`config.mk`:
```
export PLATFORM = sky130hd
export DESIGN_NAME = record_header_stream_parser_unit
export DESIGN_NICKNAME = d
export VERILOG_FILES = /design/src/hw/rtl/rhsp_pkg.sv /design/src/hw/rtl/rhsp_parser.sv /design/src/hw/rtl/record_header_stream_parser_unit.sv
export SDC_FILE = /design/constraint.sdc
export NUM_CORES = 1
export LEC_CHECK = 0
export ABC_AREA = 1
export BUFFER_PORTS_ARGS = -buffer_cell sky130_fd_sc_hd__buf_2
export CORE_MARGIN = 2
export CORE_UTILIZATION = 25
export CTS_BUF_LIST = sky130_fd_sc_hd__clkbuf_4 sky130_fd_sc_hd__clkbuf_8
export CTS_CLUSTER_SIZE = 14
export DETAILED_ROUTE_END_ITERATION = 16
export SLEW_MARGIN = 15
export SYNTH_ARGS = -nofsm -noshare
export SYNTH_HDL_FRONTEND = slang
export SYNTH_HIERARCHICAL = 1
export SYNTH_SLANG_ARGS = --single-unit
```
`constraint.sdc`:
```
create_clock -name clk -period 18.76 [get_ports clk]
set_input_delay 0.938 -clock clk [delete_from_list [all_inputs] [get_ports clk]]
set_output_delay 0.938 -clock clk [all_outputs]
set_load 0.02 [all_outputs]
```
`src/hw/rtl/rhsp_pkg.sv`:
```
// ----------------------------------------------------------------------------
// rhsp_pkg: record header stream parser shared definitions
// Parse phases, byte classes, register indexes and the result item layout.
// ----------------------------------------------------------------------------
`default_nettype none

package rhsp_pkg;

  localparam int unsigned CFG_IDX_W  = 1;
  localparam int unsigned CFG_DATA_W = 8;
  localparam int unsigned DLEN_W     = 56;

  // configuration register indexes
  localparam logic [CFG_IDX_W-1:0] REG_NEW_NAME_MASK = 1'b0;
  localparam logic [CFG_IDX_W-1:0] REG_EXT_MASK      = 1'b1;

  localparam logic [7:0] NEW_NAME_MASK_RST = 8'h01;
  localparam logic [7:0] EXT_MASK_RST      = 8'h02;

  typedef enum logic [2:0] {
    PH_TYPE    = 3'd0,
    PH_LEN     = 3'd1,
    PH_NAME    = 3'd2,
    PH_STAMP   = 3'd3,
    PH_HIGH    = 3'd4,
    PH_PAYLOAD = 3'd5
  } phase_t;

  typedef enum logic [2:0] {
    CLS_TYPE    = 3'd0,
    CLS_NAME_LEN = 3'd1,
    CLS_NAME    = 3'd2,
    CLS_STAMP   = 3'd3,
    CLS_HIGH    = 3'd4,
    CLS_PAY_LEN = 3'd5,
    CLS_PAYLOAD = 3'd6
  } byte_class_t;

  typedef struct packed {
    byte_class_t        byte_class;
    logic [7:0]         byte_value;
    logic [15:0]        record_type;
    logic [31:0]        stamp;
    logic [DLEN_W-1:0]  decoded_length;
    logic               length_complete;
    logic               end_of_name;
    logic               end_of_record;
    logic               bad_length;
  } result_t;

endpackage

`default_nettype wire

```
`src/hw/rtl/rhsp_parser.sv`:
```
// ----------------------------------------------------------------------------
// rhsp_parser: per-byte parse state and classification
// Holds the record parse state, classifies one byte per step and advances.
// ----------------------------------------------------------------------------
`default_nettype none

module rhsp_parser #(
  parameter int unsigned MAX_LEN_BYTES = 8
) (
  input  wire logic                clk,
  input  wire logic                rst,
  input  wire logic                step,
  input  wire logic [7:0]          data,
  input  wire logic [7:0]          new_name_mask,
  input  wire logic [7:0]          ext_mask,
  output rhsp_pkg::result_t        res
);

  // a code of n bytes carries 7*n value bits
  localparam int unsigned LEN_W = 7 * MAX_LEN_BYTES;
  localparam int unsigned CNT_W = (MAX_LEN_BYTES > 1) ? $clog2(MAX_LEN_BYTES) : 1;

  rhsp_pkg::phase_t   phase, phase_next;
  logic [CNT_W-1:0]   len_left, len_left_next;
  logic [LEN_W-1:0]   len_acc, len_acc_next;
  logic [LEN_W-1:0]   field_left, field_left_next;
  logic [15:0]        cur_type, cur_type_next;
  logic [31:0]        cur_stamp, cur_stamp_next;
  logic [1:0]         stamp_idx, stamp_idx_next;
  logic               len_is_payload, len_is_payload_next;

  // first-byte decode: position of the marker bit
  logic [2:0]         lz;
  logic               marker_found;
  logic               first_bad;
  logic [7:0]         first_val;
  logic [LEN_W+7:0]   acc_shift;
  logic [LEN_W-1:0]   field_dec;
  logic [CNT_W-1:0]   left_dec;

  always_comb begin
    lz = 3'd0;
    marker_found = 1'b0;
    for (int i = 7; i >= 0; i--) begin
      if (!marker_found && data[i]) begin
        lz = 3'(7 - i);
        marker_found = 1'b1;
      end
    end
    first_bad = !marker_found || ({1'b0, lz} >= 4'(MAX_LEN_BYTES));
    first_val = data & ~(8'h80 >> lz);
    acc_shift = {len_acc, data};
    field_dec = field_left - LEN_W'(1);
    left_dec  = len_left - CNT_W'(1);
  end

  always_comb begin
    logic done_len;
    logic go_ext;
    done_len            = 1'b0;
    go_ext              = 1'b0;
    phase_next          = phase;
    len_left_next       = len_left;
    len_acc_next        = len_acc;
    field_left_next     = field_left;
    cur_type_next       = cur_type;
    cur_stamp_next      = cur_stamp;
    stamp_idx_next      = stamp_idx;
    len_is_payload_next = len_is_payload;

    res.byte_class      = rhsp_pkg::CLS_TYPE;
    res.byte_value      = data;
    res.decoded_length  = '0;
    res.length_complete = 1'b0;
    res.end_of_name     = 1'b0;
    res.end_of_record   = 1'b0;
    res.bad_length      = 1'b0;

    case (phase)
      rhsp_pkg::PH_LEN: begin
        res.byte_class = len_is_payload ? rhsp_pkg::CLS_PAY_LEN : rhsp_pkg::CLS_NAME_LEN;
        if (len_left == '0) begin
          if (first_bad) begin
            res.bad_length = 1'b1;
            phase_next     = rhsp_pkg::PH_TYPE;
            len_acc_next   = '0;
          end else begin
            len_acc_next  = LEN_W'(first_val);
            len_left_next = CNT_W'(lz);
            done_len      = (lz == 3'd0);
          end
        end else begin
          len_acc_next  = acc_shift[LEN_W-1:0];
          len_left_next = left_dec;
          done_len      = (left_dec == '0);
        end
        if (done_len) begin
          res.length_complete = 1'b1;
          res.decoded_length  = rhsp_pkg::DLEN_W'(len_acc_next);
          field_left_next     = len_acc_next;
          if (len_is_payload) begin
            if (len_acc_next == '0) begin
              res.end_of_record = 1'b1;
              phase_next        = rhsp_pkg::PH_TYPE;
            end else begin
              phase_next = rhsp_pkg::PH_PAYLOAD;
            end
          end else if (len_acc_next == '0) begin
            res.end_of_name = 1'b1;
            go_ext          = 1'b1;
          end else begin
            phase_next = rhsp_pkg::PH_NAME;
          end
        end
      end
      rhsp_pkg::PH_NAME: begin
        res.byte_class  = rhsp_pkg::CLS_NAME;
        field_left_next = field_dec;
        if (field_dec == '0) begin
          res.end_of_name = 1'b1;
          go_ext          = 1'b1;
        end
      end
      rhsp_pkg::PH_STAMP: begin
        res.byte_class = rhsp_pkg::CLS_STAMP;
        cur_stamp_next[{stamp_idx, 3'b000} +: 8] = data;
        if (stamp_idx == 2'd3) begin
          stamp_idx_next = 2'd0;
          phase_next     = rhsp_pkg::PH_HIGH;
        end else begin
          stamp_idx_next = stamp_idx + 2'd1;
        end
      end
      rhsp_pkg::PH_HIGH: begin
        res.byte_class      = rhsp_pkg::CLS_HIGH;
        cur_type_next       = {data, cur_type[7:0]};
        phase_next          = rhsp_pkg::PH_LEN;
        len_is_payload_next = 1'b1;
        len_left_next       = '0;
      end
      rhsp_pkg::PH_PAYLOAD: begin
        res.byte_class  = rhsp_pkg::CLS_PAYLOAD;
        field_left_next = field_dec;
        if (field_dec == '0) begin
          res.end_of_record = 1'b1;
          phase_next        = rhsp_pkg::PH_TYPE;
        end
      end
      default: begin
        // type byte: drop the new-name bits, clear the high byte
        res.byte_class = rhsp_pkg::CLS_TYPE;
        cur_type_next  = {8'h00, data & ~new_name_mask};
        len_left_next  = '0;
        if ((data & new_name_mask) != 8'h00) begin
          phase_next          = rhsp_pkg::PH_LEN;
          len_is_payload_next = 1'b0;
        end else begin
          go_ext = 1'b1;
        end
      end
    endcase

    // name field done (or absent): timestamp block or payload length
    if (go_ext) begin
      if ((cur_type_next[7:0] & ext_mask) != 8'h00) begin
        phase_next     = rhsp_pkg::PH_STAMP;
        stamp_idx_next = 2'd0;
      end else begin
        phase_next          = rhsp_pkg::PH_LEN;
        len_is_payload_next = 1'b1;
        len_left_next       = '0;
      end
    end

    res.record_type = cur_type_next;
    res.stamp       = cur_stamp_next;
  end

  always_ff @(posedge clk) begin
    if (rst) begin
      phase          <= rhsp_pkg::PH_TYPE;
      len_left       <= '0;
      len_acc        <= '0;
      field_left     <= '0;
      cur_type       <= '0;
      cur_stamp      <= '0;
      stamp_idx      <= '0;
      len_is_payload <= 1'b0;
    end else if (step) begin
      phase          <= phase_next;
      len_left       <= len_left_next;
      len_acc        <= len_acc_next;
      field_left     <= field_left_next;
      cur_type       <= cur_type_next;
      cur_stamp      <= cur_stamp_next;
      stamp_idx      <= stamp_idx_next;
      len_is_payload <= len_is_payload_next;
    end
  end

endmodule

`default_nettype wire

```
`src/hw/rtl/record_header_stream_parser_unit.sv`:
```
// ----------------------------------------------------------------------------
// record_header_stream_parser_unit: byte-stream record header parser
// Classifies each byte of a decompressed record stream and reports the
// record type, timestamp, decoded length codes and field boundaries.
// ----------------------------------------------------------------------------
// Usage:
//   Input channel in_valid/in_ready carries one stream byte per item on
//   data_byte. Output channel out_valid/out_ready returns exactly one result
//   item per input byte, in order: its class, the byte itself, the current
//   record type and timestamp, and the length/boundary flags.
//   Path: an accepted item is captured in the input register, and its result
//   is loaded into the output register when that one is empty or draining.
//   Throughput: one item per cycle while out_ready stays high. The per-byte
//   state update in the parser is a single pass of short logic; the wide
//   paths are the 56-bit field counter decrement and the 56-bit zero tests.
//   Stalls: while out_ready is low the output register holds its item; the
//   input register still fills, so one more item is taken before in_ready
//   drops. Nothing is lost or repeated.
//   Configuration: cfg_write_en writes cfg_data into the register chosen by
//   cfg_index (0 new-name mask, 1 extended mask) at that edge; write only
//   while the block is idle.
//   Reset (rst, synchronous): empties both registers, restores the masks to
//   their defaults and returns the parser to waiting for a type byte.
// ----------------------------------------------------------------------------
`default_nettype none

module record_header_stream_parser_unit #(
  parameter int unsigned MAX_LEN_BYTES = 8
) (
  input  wire logic                              clk,
  input  wire logic                              rst,
  // configuration write port
  input  wire logic                              cfg_write_en,
  input  wire logic [rhsp_pkg::CFG_IDX_W-1:0]    cfg_index,
  input  wire logic [rhsp_pkg::CFG_DATA_W-1:0]   cfg_data,
  // input channel
  input  wire logic                              in_valid,
  output logic                                   in_ready,
  input  wire logic [7:0]                        data_byte,
  // output channel
  output logic                                   out_valid,
  input  wire logic                              out_ready,
  output logic [2:0]                             byte_class,
  output logic [7:0]                             byte_value,
  output logic [15:0]                            record_type,
  output logic [31:0]                            stamp,
  output logic [rhsp_pkg::DLEN_W-1:0]            decoded_length,
  output logic                                   length_complete,
  output logic                                   end_of_name,
  output logic                                   end_of_record,
  output logic                                   bad_length
);

  logic [7:0]        new_name_mask_q;
  logic [7:0]        ext_mask;

  logic              s1_valid;
  logic [7:0]        s1_byte;
  logic              advance;

  rhsp_pkg::result_t step_res;
  rhsp_pkg::result_t out_res;

  // Configuration registers
  always_ff @(posedge clk) begin
    if (rst) begin
      new_name_mask_q <= rhsp_pkg::NEW_NAME_MASK_RST;
      ext_mask        <= rhsp_pkg::EXT_MASK_RST;
    end else if (cfg_write_en) begin
      case (cfg_index)
        rhsp_pkg::REG_NEW_NAME_MASK: new_name_mask_q <= cfg_data;
        rhsp_pkg::REG_EXT_MASK:      ext_mask        <= cfg_data;
        default: ;
      endcase
    end
  end

  // Advance the input register into the output register whenever the
  // output register is empty or being drained this cycle.
  assign advance  = s1_valid && (!out_valid || out_ready);
  assign in_ready = !s1_valid || advance;

  always_ff @(posedge clk) begin
    if (rst) begin
      s1_valid <= 1'b0;
    end else if (in_ready) begin
      s1_valid <= in_valid;
    end
  end

  // payload: capture on accept, hold otherwise
  always_ff @(posedge clk) begin
    if (in_valid && in_ready) begin
      s1_byte <= data_byte;
    end
  end

  rhsp_parser #(
    .MAX_LEN_BYTES (MAX_LEN_BYTES)
  ) u_parser (
    .clk           (clk),
    .rst           (rst),
    .step          (advance),
    .data          (s1_byte),
    .new_name_mask (new_name_mask_q),
    .ext_mask      (ext_mask),
    .res           (step_res)
  );

  // Output register
  always_ff @(posedge clk) begin
    if (rst) begin
      out_valid <= 1'b0;
    end else if (advance) begin
      out_valid <= 1'b1;
    end else if (out_ready) begin
      out_valid <= 1'b0;
    end
  end

  always_ff @(posedge clk) begin
    if (advance) begin
      out_res <= step_res;
    end
  end

  assign byte_class      = out_res.byte_class;
  assign byte_value      = out_res.byte_value;
  assign record_type     = out_res.record_type;
  assign stamp           = out_res.stamp;
  assign decoded_length  = out_res.decoded_length;
  assign length_complete = out_res.length_complete;
  assign end_of_name     = out_res.end_of_name;
  assign end_of_record   = out_res.end_of_record;
  assign bad_length      = out_res.bad_length;

  // A completed length code is always a name or payload length byte.
  a_len_class: assert property (@(posedge clk) disable iff (rst)
    out_valid && length_complete |->
      (byte_class == rhsp_pkg::CLS_NAME_LEN) || (byte_class == rhsp_pkg::CLS_PAY_LEN))
    else $error("length_complete on a byte that is not a length byte");

  // A rejected length code never completes and reports zero.
  a_bad_len: assert property (@(posedge clk) disable iff (rst)
    out_valid && bad_length |-> !length_complete && (decoded_length == '0))
    else $error("bad_length together with a decoded length");

  // The name ends only on a name byte or on an empty name's length code.
  a_eon_class: assert property (@(posedge clk) disable iff (rst)
    out_valid && end_of_name |->
      (byte_class == rhsp_pkg::CLS_NAME) ||
      ((byte_class == rhsp_pkg::CLS_NAME_LEN) && length_complete))
    else $error("end_of_name outside the name field");

  // The record ends only on a payload byte or an empty payload's length code.
  a_eor_class: assert property (@(posedge clk) disable iff (rst)
    out_valid && end_of_record |->
      (byte_class == rhsp_pkg::CLS_PAYLOAD) ||
      ((byte_class == rhsp_pkg::CLS_PAY_LEN) && length_complete))
    else $error("end_of_record outside the payload field");

  // A held input item keeps its byte until it moves to the output.
  a_s1_hold: assert property (@(posedge clk) disable iff (rst)
    s1_valid && !advance |=> s1_valid && $stable(s1_byte))
    else $error("input register lost or changed a waiting item");

endmodule

`default_nettype wire

```
Yosys cells after proc, flatten, opt, wreduce, memory -nomap -nowiden. Cells that the tools add are included.

Input port bits: 22. Output and inout bits: 121. Logic and storage cells: 153. Register bits after elaboration: 306.

Mux-type cells: 66. Add/subtract/negate cells: 4. Equality and inequality tests: 10. Shifts and indexed selects: 3. Reduce and logical (&&, ||, !) cells: 41. Bitwise logic cells: 7.

Operators by type and width (count): 56-bit two-way mux (3); 56-bit logical NOT (2); 56-bit case mux with 2 select lines (1); 3-bit two-way mux (22); 56-bit by 1-bit subtractor with 56-bit output (second input constant) (1); 8-bit bitwise AND (4); 32-bit bitwise mux (1); 32-bit two-way mux (1); 16-bit case mux with 2 select lines (1); 8-bit by 7-bit variable shift with 32-bit output (first input constant) (1); 8-bit by 7-bit indexed part select with 32-bit output (1); 3-bit case mux with 5 select lines (2); 1-bit two-way mux (24); 8-bit inverter (2); 8-bit nonzero test (2); 2-bit two-way mux (5); 2-bit AND reduction (5); 1-bit logical AND (9); 1-bit logical NOT (9); 3-bit logical NOT (3); 8-bit two-way mux (1); 8-bit by 3-bit right shift with 8-bit output (first input constant) (1); 5-bit negator with 7-bit output (1); 3-bit by 2-bit == test with 1-bit output (second input constant) (2); 19 further kinds (27).

Logic depth before layout (Yosys ltp). Gate-level depths: netlist of run 1.

Depth after elaboration: 35. Gate-level depth with buffers: 23. Depth with buffers taken out: 22.

Cells and area by module. The synthesis of run 1 kept the hierarchy.

By module, submodules not included: rhsp_parser (instances 1, cells an instance 1735, area each 10473.8 µm², sequential area each 3223.1 µm²); record_header_stream_parser_unit (instances 1, cells an instance 225, area each 4533.1 µm², sequential area each 4174.0 µm²).

Worst setup path after synthesis of run 1. OpenSTA, ideal clock, no wires.

Path type: in2reg. Start: input port out_ready. End: register u_parser.len_acc[10]. Stages: 7. Arrival time: 8.478 ns. Data required time: 18.632 ns. Library setup time: 0.128 ns. Path buffers: 2. Path slack: 10.154 ns. Cells stage by stage: inv_1 a21oi_1 inv_2 nor2_1 clkbuf_1 clkbuf_1 a21oi_1.

Cells in the longest elaborated chain, start to end: 3.

Ends and longest elaborated chain: from (decl) (line record_header_stream_parser_unit.sv:42) `input wire logic out_ready,`; 1-bit logical OR (line record_header_stream_parser_unit.sv:80) `assign advance = s1_valid && (!out_valid || out_ready);`; 1-bit logical AND (line record_header_stream_parser_unit.sv:80); named net advance (line record_header_stream_parser_unit.sv:59) `logic advance;`; 2-bit AND reduction (no line); to (signal assigned) (line rhsp_parser.sv:192) `len_acc <= len_acc_next;`; to (decl) (line rhsp_parser.sv:25) `logic [LEN_W-1:0] len_acc, len_acc_next;`.

The timed path passes the listed nets, and every way through them passes these cells. A chain may end at the register's enable or synchronous reset.

Final worst setup path of run 1.
Start: register u_parser.len_left[0]. End: register u_parser.field_left[2].

Cells in the longest elaborated chain, start to end: 6. Elaborated cells between the ends (all ways): 11. Those cells by class: 1 x add/sub; 1 x eq/ne; 6 x mux; 3 x reduce/logical.

Ends and longest elaborated chain: from (decl) (line rhsp_parser.sv:24) `logic [CNT_W-1:0] len_left, len_left_next;`; from (signal assigned) (line rhsp_parser.sv:191) `len_left <= len_left_next;`; 3-bit by 1-bit subtractor with 3-bit output (line rhsp_parser.sv:54) `left_dec = len_left - CNT_W'(1);`; 3-bit logical NOT (line rhsp_parser.sv:95) `done_len = (left_dec == '0);`; 1-bit two-way mux (line rhsp_parser.sv:82) `if (len_left == '0) begin`; 1-bit two-way mux (line rhsp_parser.sv:79) `case (phase)`; 2-bit by 1-bit inequality test with 1-bit output (no line); 3-bit AND reduction (no line); to (signal assigned) (line rhsp_parser.sv:193) `field_left <= field_left_next;`; to (decl) (line rhsp_parser.sv:26) `logic [LEN_W-1:0] field_left, field_left_next;`.

Parallel ways exist; a longest one is shown, timed or not. The select of a mux whose other input is x is not followed.

==> results.json, run 1 <==
{
  "grt_max_degree": 97,
  "synth_mux_area_share_pct": 0,
  "seq_area_frac_synth_pct": 49.3,
  "crit_path_max_fanout": 67,
  "synth_top_family_by_area": "simple AND/OR/NAND/NOR gates",
  "critPathCaptureType": "flip-flop",
  "cts_tree": "built",
  "ys_ff_latch": 306,
  "worstPathRequired_ps": 19270,
  "max_slew_margin_pct": 32.2,
  "core-area_sq_mm": 0.0591,
  "arrival_ps": 4560,
  "drt_iter0_drc": 1128,
  "maxCapViolations": 0,
  "fin_setup_tns_ps": 0,
  "synthSimpleGateAreaFrac_pct": 25.2,
  "cp_num_buf_inv": 5,
  "rr_endpoint": "u_parser/field_left[2]",
  "r2r_start": "u_parser/len_left[0]",
  "setup_ws_ps": 14710,
  "synthXorXnorAreaFrac_pct": 0.584,
  "reg2reg_slack_ps": 14710,
  "cts_root_buf": "clkbuf_8",
  "ys_types": 43,
  "cts-resized-gates": 0,
  "max_stage_delay_ps": 590,
  "cts_sinks": 306,
  "area_growth_pct": 17.1,
  "clock_latency_ps": 610,
  "p_leak_nw": 7.61,
  "min-delay-start": "new_name_mask_q[2]",
  "globalplace.congestion": 0.936,
  "critical-path-top-delay-family": "buffers and inverters",
  "preCtsSetupSlack_ps": 14700,
  "synth_top_cell_by_area": "edfxtp_1",
  "yosys_warnings": 6,
  "fin_worst_skew_ps": 34.2,
  "grt_overflow": 0,
  "cts_buffers": 52,
  "h-tree-depth": 2,
  "routed_wl_microns": 46100,
  "worstPathCellList": "inv_1 > ha_1 > nand2_2 > o21ai_0 > nor2_1 > inv_2 > buf_4 > a21oi_4 > buf_4 > inv_2 > a21oi_1 > o21ai_0 > a21oi_1",
  "regArea_sq_mm": 0.00740,
  "rows": 89,
  "final_max_slew_viol_count": 0,
  "io_pins": 143,
  "multi_input_area_sq_mm": 0.00634,
  "finalPower_mw": 1.82,
  "final_antenna_net_count": 0,
  "diodes": 0,
  "hold_end": "new_name_mask_q[2]",
  "crit_type": "reg2reg",
  "crit_path_start": "u_parser/len_left[0]",
  "dp_hpwl_microns": 32100,
  "status": "complete, no violations",
  "avgViaCountPerCell": 4.62,
  "initial_core_util_pct": 25.4,
  "cts_setup_buffers": 0,
  "drive_gt1_share_pct": 14.2,
  "fin_util_pct": 29.7,
  "ctsLongestPathBuffers": 3,
  "post_drt_wl_per_cell_microns": 16.0,
  "syn-mean-instance-area_sq_um": 7.66,
  "grt_pass1_vias": 12400,
  "die_w_microns": 249,
  "syn_nets": 1993,
  "drcViolationCount": 0,
  "fill_cells": 6398,
  "post-route-period-util_pct": 21.6,
  "synth_adder_area_share_pct": 0.917,
  "ys_top_cells_by_area": "edfxtp_1 (25%), dfxtp_1 (24%), nand2_1 (9.3%)",
  "layout_min_cycle_time_ps": 4050,
  "ir_drop_v": 0.0000513,
  "synth_compound_area_share_pct": 15.3,
  "antenna_found_initial": 1,
  "port_buffers": 142,
  "syn_inst": 1960,
  "max_clock_freq_mhz": 247,
  "path_clk_slew_ps": 60,
  "power-per-cell-area_mw_per_mm2": 104,
  "min_path_type": "reg2reg",
  "track_usage_pct": 14.4,
  "cpMaxStageDelayCell": "buf_4",
  "setup_viol": 0,
  "nets": 2105,
  "holdPathStages": 2,
  "rsz0062_at_grt": "no",
  "tightest_slew_ps": 1010,
  "netlist_area_sq_mm": 0.0150,
  "vias": 13300,
  "synth_top_area_share_pct": 25.4,
  "ctsHoldBuffers": 0,
  "dr.pass1.iters": 5,
  "worstRegToRegCells": 13,
  "dieArea_sq_mm": 0.0620,
  "die_h_microns": 249,
  "hold_viol_final": 0,
  "grt_pass1_wl_microns": 70700,
  "start_kind": "flip-flop"
}
==> where the power goes <==
| group | switching (mW) | internal [mW] | leakage (nW) |
|---|---|---|---|
| logic | 0.273 | 0.112 | 4.29 |
| registers | 0.0221 | 0.728 | 2.70 |
| clock network | 0.281 | 0.406 | 0.615 |
==> placed cells by master, fill, tap and decap left out, types with 3 or more instances in the layout <==
cell          n
clkinv_1     10
nand3_1      78
o21ai_1       4
nor3_1       13
a211oi_1     26
inv_2        10
a22o_1        4
nand2_1     370
o31ai_1       6
nor2_2       16
a21oi_1     160
bufinv_16     7
inv_1       218
buf_2       141
nand3b_1     17
o21ai_0     202
nand2_4       4
buf_4        13
ha_1         11
nor2_1      306
nand4_1      43
nand2_2       6
xor2_1        8
a31oi_1       5
clkinv_2      6
dfxtp_1     179
clkbuf_8     56
clkbuf_4     17
nor2_4       16
edfxtp_1    127
o211ai_1      6
clkinvlp_4    3
o22ai_1      10
==> cell families (layout without fill, tap and decap cells) <==
kind of cell / after synthesis / in the layout
AOI/OAI and AO/OA: 430 / 430
xor gates and xnor gates: 10 / 10
adders and majority gates: 11 / 11
buffers and inverters: 328 / 482
DFF: 306 / 306
and+or+nand+nor: 875 / 875
==> metal layers <==
| metal | share of wire (%) | GRT usage (%) | vias to the layer above |
|---|---|---|---|
| li1 | - | - | 6698 |
| met1 | 43 | 18.0 | 6118 |
| met2 | 48 | 24.8 | 397 |
| met3 | 5.5 | 2.36 | 113 |
| met4 | 3.8 | 6.06 | 2 |
| met5 | 0.015 | 0 | - |
==> worst max path at each step <==
stage	to	slack, ps	depth (start not counted)
6_report	u_parser/field_left[2]	14710	13
5_1_grt	u_parser/field_left[2]	14320	13
4_1_cts	u_parser/field_left[2]	14690	13
3_5_place_dp	u_parser/field_left[2]	14700	11
3_3_place_gp	u_parser/field_left[2]	14760	11
2_1_floorplan	u_parser/len_acc[10]	10150	7
==> cells in the mapped netlist, drive strengths merged <==
cell type	n
a211oi	26
a21oi	162
a22o	4
a22oi	1
a31oi	5
a32oi	1
and2	1
buf	27
clkbuf	69
clkinv	4
dfxtp	179
edfxtp	127
ha	11
inv	228
nand2	380
nand3	79
nand3b	17
nand4	43
nor2	338
nor3	13
nor3b	1
nor4	2
o211ai	6
o21ai	206
o221ai	1
o22ai	10
o31ai	7
o32ai	1
or2	1
xnor2	2
xor2	8
==> final cells by class <==
cell class,count,share of cell area (%)
clock inverters,23,1.64
inverters,232,4.98
multi-input cells,1326,36.1
well taps,773,5.50
flip-flops and latches,306,42.1
clock buffers,73,5.11
repair buffers,154,4.57
==> stage by stage <==
stage / hold slack, ps / std cells / instance area [sq um]
after floorplan: 443 / 1960 / 15000
after global placement: 455 / 2791 / 16400
after detailed placement: 465 / 2791 / 16400
after CTS: 466 / 2887 / 17600
after global routing: 491 / 2887 / 17600
final: 479 / 2887 / 17600
==> worst reg2reg max path, cell delays in order (launching register included) <==
cell and delay, ps:
dfxtp_1 430, inv_1 90, ha_1 230, nand2_2 530, o21ai_0 270, nor2_1 240, inv_2 40, buf_4 310
a21oi_4 190, buf_4 590, inv_2 560, a21oi_1 260, o21ai_0 110, a21oi_1 160
==> sequential cells by signal (all words and copies together), names as in the netlist, 2 cells and up <==
signal and cells:
u_parser/phase 3, ext_mask 8, s1_byte 8, u_parser/len_acc 48, u_parser/cur_stamp 32, u_parser/field_left 56
u_parser/len_left 3, u_parser/cur_type 16, byte_value 8, u_parser/stamp_idx 2, decoded_length 56, new_name_mask_q 8
stamp 32, record_type 16, byte_class 3
Power figures use the tool's default switching activity.
==> inputs of run 2 (changes only) <==
- clock period: 18.76 -> 3.5 ns (I/O delays scaled with it)
==> run 2 against run 1 <==
Compared with the run above: first-iteration DRC count decreased by 19%; core utilization increased by 1.1 points; cell count increased by 2.0%; final area increased by 3.9%; critical path depth increased by 3; register-to-register slack got worse by 14000 ps; via count increased by 2.0%; total power increased to 5.3 times the previous value; critical endpoint is now u_parser/phase[1]; largest cell class unchanged; largest power group unchanged; highest routed layer is now met4.
==> results.json, run 2 (synthesis gave the netlist of run 1 again) <==
{
  "initial_core_util_pct": 25.4,
  "status": "complete, no violations",
  "grt_overflow": 0,
  "core-area_sq_mm": 0.0591,
  "post_drt_wl_per_cell_microns": 16.5,
  "clock_latency_ps": 650,
  "power-per-cell-area_mw_per_mm2": 533,
  "p_leak_nw": 7.85,
  "final_common_cell": "nand2_1",
  "nets": 2161,
  "final_max_slew_viol_count": 0,
  "drcViolationCount": 0,
  "vias": 13600,
  "drt_iter0_drc": 912,
  "cts-resized-gates": 0,
  "diodes": 0,
  "die_h_microns": 249,
  "hold_ws_ps": 57.1,
  "grt_pass1_vias": 13000,
  "drive_gt1_share_pct": 17.5,
  "routed_wl_microns": 48500,
  "min_path_type": "in2reg",
  "worstPathRequired_ps": 4040,
  "cts_tree": "built",
  "tightest_slew_ps": 1060,
  "arrival_ps": 3680,
  "dieArea_sq_mm": 0.0620,
  "port_buffers": 142,
  "start_kind": "flip-flop",
  "rows": 89,
  "dr.pass1.iters": 5,
  "die_w_microns": 249,
  "crit_type": "reg2reg",
  "dp_hpwl_microns": 34200,
  "io_pins": 143,
  "grt_max_degree": 131,
  "ir_drop_v": 0.000298,
  "avgViaCountPerCell": 4.62,
  "placed_cells": 2823,
  "track_usage_pct": 15.4,
  "maxCapViolations": 0,
  "max_clock_freq_mhz": 319,
  "path_clk_slew_ps": 60,
  "antenna_found_initial": 0,
  "crit_path_max_fanout": 66,
  "final_antenna_net_count": 0,
  "h-tree-depth": 2,
  "layout_min_cycle_time_ps": 3140,
  "stdcell_count": 2945,
  "critPathCaptureType": "flip-flop",
  "final_cell_mix": "nand2_1 (370), nor2_1 (306), inv_1 (218)",
  "grt_pass1_wl_microns": 75100,
  "area_growth_pct": 21.6,
  "globalplace.congestion": 0.913,
  "cts_sinks": 306,
  "post-route-period-util_pct": 89.7,
  "hold_viol_final": 0,
  "cts_buffers": 52,
  "cts_root_buf": "clkbuf_8",
  "setup_viol": 0,
  "max_slew_margin_pct": 29.1,
  "cts_setup_buffers": 0,
  "ctsLongestPathBuffers": 3,
  "fin_worst_skew_ps": 42.9,
  "rsz0062_at_grt": "no"
}
[run 2: cell types whose count changed in the layout (fill, tap and decap cells not counted), sizes merged]
cell and change:
buf +32, clkinvlp -2, dlygate4sd3 +24, bufinv -4, clkbuf +3, clkinv +3, inv +2
[run 2: final timing paths]
check	startpoint	end	slack (ps)	depth (start not counted)
worst min register to register	ext_mask[2]	ext_mask[2]	480	2
worst min-delay path	rst	u_parser/len_left[1]	60	2
worst max-delay path	u_parser/len_left[0]	u_parser/phase[1]	360	16
worst max register to register	u_parser/len_left[0]	u_parser/phase[1]	360	16
[run 2: timing repair]
item	4_1_cts	5_1_grt
endpoints found under the setup margin	0	0
hold buffers	24	0
endpoints found under the hold margin	26	0
[run 2: final cells by class]
class                   count  area (sq um)
clock buffers              76           958
clock inverters            22           193
fillers                  6362         40900
inverters                 232           876
multi-input cells        1326          6510
flip-flops and latches    306          7400
well taps                 773           967
repair buffers            210          1350
[run 2: through the flow]
stage | setup TNS (ps) | setup WS [ps] | total power, mW | area (sq um) | util (%)
after global routing | 0 | 27.3 | 10.3 | 18300 | 30.9
after floorplan | -12410 | -130 | 5.60 | 15400 | -
final | 0 | 361 | 9.73 | 18300 | 30.9
after global placement | 0 | 471 | 6.22 | 16900 | 28.5
after CTS | 0 | 394 | 9.83 | 18300 | 30.9
after detailed placement | 0 | 429 | 6.22 | 16900 | 28.5
[run 2: metal layers]
layer / part of all wire (%) / global-route usage [%]
met1: 42 / 18.7
met3: 5.6 / 3.21
met5: 0 / 0
met2: 48 / 26.6
met4: 3.6 / 5.94
[run 2: worst max-delay path, cell delays in order, from the launching register on]
cell	delay (ps)
dfxtp_1	350
inv_1	100
ha_1	180
nand2_2	70
buf_12	190
nand2_1	240
nand4_1	180
nor2_1	250
nor3b_1	330
nand3_1	190
inv_1	120
nand4_1	160
nand4_1	200
nand3_2	120
nand2_1	100
nand2_1	50
nor2_1	130
[run 2: power by group]
group | switching (mW) | total (mW) | internal [mW]
sequential | 0.107 | 4.01 | 3.90
clock | 1.55 | 3.54 | 1.99
combinational | 1.52 | 2.18 | 0.659
total | 3.18 | 9.73 | 6.55
==> inputs of run 3 (changes only) <==
- CORE_MARGIN: 2 -> not set
- RECOVER_POWER: not set -> 100
==> run 3 against run 2 <==
Compared with the run above: the flow now finishes with violations (DRC, capacitance limit, slew limit); worst setup slack got worse by 44 ps; total power fell by 2.6%; worst hold slack improved by 190 ps; clock power fell by 6.5%; global-route usage rose by 0.49 points.
==> results.json, run 3 (synthesis gave the netlist of run 1 again) <==
{
  "clock_latency_ps": 650,
  "crit_type": "reg2reg",
  "drcViolationCount": 4,
  "ctsLongestPathBuffers": 3,
  "rr_endpoint": "u_parser/stamp_idx[0]",
  "die_h_microns": 247,
  "antenna_found_initial": 0,
  "critPathCaptureType": "flip-flop",
  "placedInstanceArea_sq_mm": 0.0168,
  "setup_viol": 0,
  "crit_path_start": "u_parser/phase[1]",
  "cts_buffers": 52,
  "rows": 89,
  "ir_drop_v": 0.000314,
  "fill_cells": 6418,
  "cts_tree": "built",
  "vias": 13600,
  "hold_ws_ps": 243,
  "cts_setup_buffers": 0,
  "dieArea_sq_mm": 0.0610,
  "rsz0062_at_grt": "no",
  "final_max_slew_viol_count": 142,
  "max_stage_delay_ps": 590,
  "track_usage_pct": 15.9,
  "grt_max_degree": 131,
  "port_buffers": 142,
  "preCtsSetupSlack_ps": 408,
  "worstPathRequired_ps": 4050,
  "grt_pass1_wl_microns": 74500,
  "cts_sinks": 306,
  "path_depth": 16,
  "area_growth_pct": 19.5,
  "crit_path_max_fanout": 10,
  "grt_pass1_vias": 13000,
  "arrival_ps": 3730,
  "avgViaCountPerCell": 4.63,
  "p_leak_nw": 7.38,
  "max_slew_margin_pct": -62.1,
  "layout_min_cycle_time_ps": 3180,
  "final_cell_mix": "nand2_1 (372), nor2_1 (308), inv_1 (219)",
  "final_cell_area_sq_mm": 0.0179,
  "fin_util_pct": 30.3,
  "setup_ws_ps": 317,
  "min_path_type": "in2reg",
  "diodes": 0,
  "hold_viol_final": 0,
  "tightest_slew_ps": 2430,
  "dr.pass1.iters": 12,
  "placed_cells": 2817,
  "worstPathCellList": "nor2_1 > inv_1 > nand2_1 > inv_1 > nor2_1 > inv_1 > o31ai_1 > a22o_1 > nor4_1 > buf_4 > inv_1 > nand2_1 > nand2_1 > nand2_1 > nand2_1 > inv_1",
  "cpMaxStageDelayCell": "o31ai_1",
  "post-route-period-util_pct": 90.9,
  "finalPower_mw": 9.47,
  "path_clk_slew_ps": 60,
  "grt_overflow": 0,
  "dp_hpwl_microns": 34000,
  "max_clock_freq_mhz": 314,
  "io_pins": 143,
  "power-per-cell-area_mw_per_mm2": 528,
  "critical-path-top-delay-family": "simple AND/OR/NAND/NOR gates",
  "nets": 2161,
  "drive_gt1_share_pct": 10.8,
  "fin_setup_tns_ps": 0,
  "initial_core_util_pct": 25.4,
  "reg2reg_slack_ps": 320,
  "final_antenna_net_count": 0,
  "crit_path_end": "u_parser/stamp_idx[0]",
  "routed_wl_microns": 48900,
  "cts_root_buf": "clkbuf_8",
  "drt_iter0_drc": 1110,
  "r2r_start": "u_parser/phase[1]",
  "globalplace.congestion": 0.911,
  "cp_num_buf_inv": 6,
  "h-tree-depth": 2,
  "violations": "DRC, capacitance limit, slew limit",
  "worstRegToRegCells": 16,
  "maxCapViolations": 2,
  "core-area_sq_mm": 0.0591,
  "stdcell_count": 2945,
  "post_drt_wl_per_cell_microns": 16.6,
  "start_kind": "flip-flop",
  "die_w_microns": 247,
  "final_common_cell": "nand2_1",
  "fin_worst_skew_ps": 16.4,
  "status": "finished, violations left"
}
-- run 3: area by class of cell --
cell class	instances	area (sq um)	area share, %
Tap cell	773	967	5.40
Sequential cell	306	7400	41.3
Multi-Input combinational cell	1326	6480	36.1
Timing Repair Buffer	210	1150	6.43
Inverter	232	872	4.86
Clock inverter	19	97.6	0.544
Clock buffer	79	962	5.37
-- run 3: how the worst min path moves through the flow --
stage            startpoint              endpoint  depth (start not counted)
2_1_floorplan           rst             out_valid                          1
5_1_grt        data_byte[4]            s1_byte[4]                          2
6_report       data_byte[0]            s1_byte[0]                          2
3_5_place_dp   data_byte[5]            s1_byte[5]                          1
3_3_place_gp   data_byte[5]            s1_byte[5]                          1
4_1_cts                 rst  u_parser/len_left[1]                          2
-- run 3: layer usage --
| metal | part of all wire [%] | GRT usage [%] | wire (microns) | up-vias |
|---|---|---|---|---|
| met5 | 0 | 0 | 0 | - |
| met4 | 3.2 | 6.10 | 1590 | 0 |
| met3 | 5.7 | 3.29 | 2780 | 90 |
| met2 | 49 | 27.0 | 23800 | 377 |
| met1 | 42 | 19.4 | 20700 | 6339 |
| li1 | - | - | - | 6824 |
-- run 3: what timing repair did --
item | CTS | global route
gates resized for setup | 0 | 1
endpoints found under the setup margin | 0 | 4
endpoints found under the hold margin | 26 | 0
hold buffers | 30 | 0
-- run 3: report_power, final --
group	total (mW)	switching (mW)	internal (mW)
logic	2.15	1.52	0.630
clock network	3.31	1.54	1.76
registers	4.01	0.109	3.90
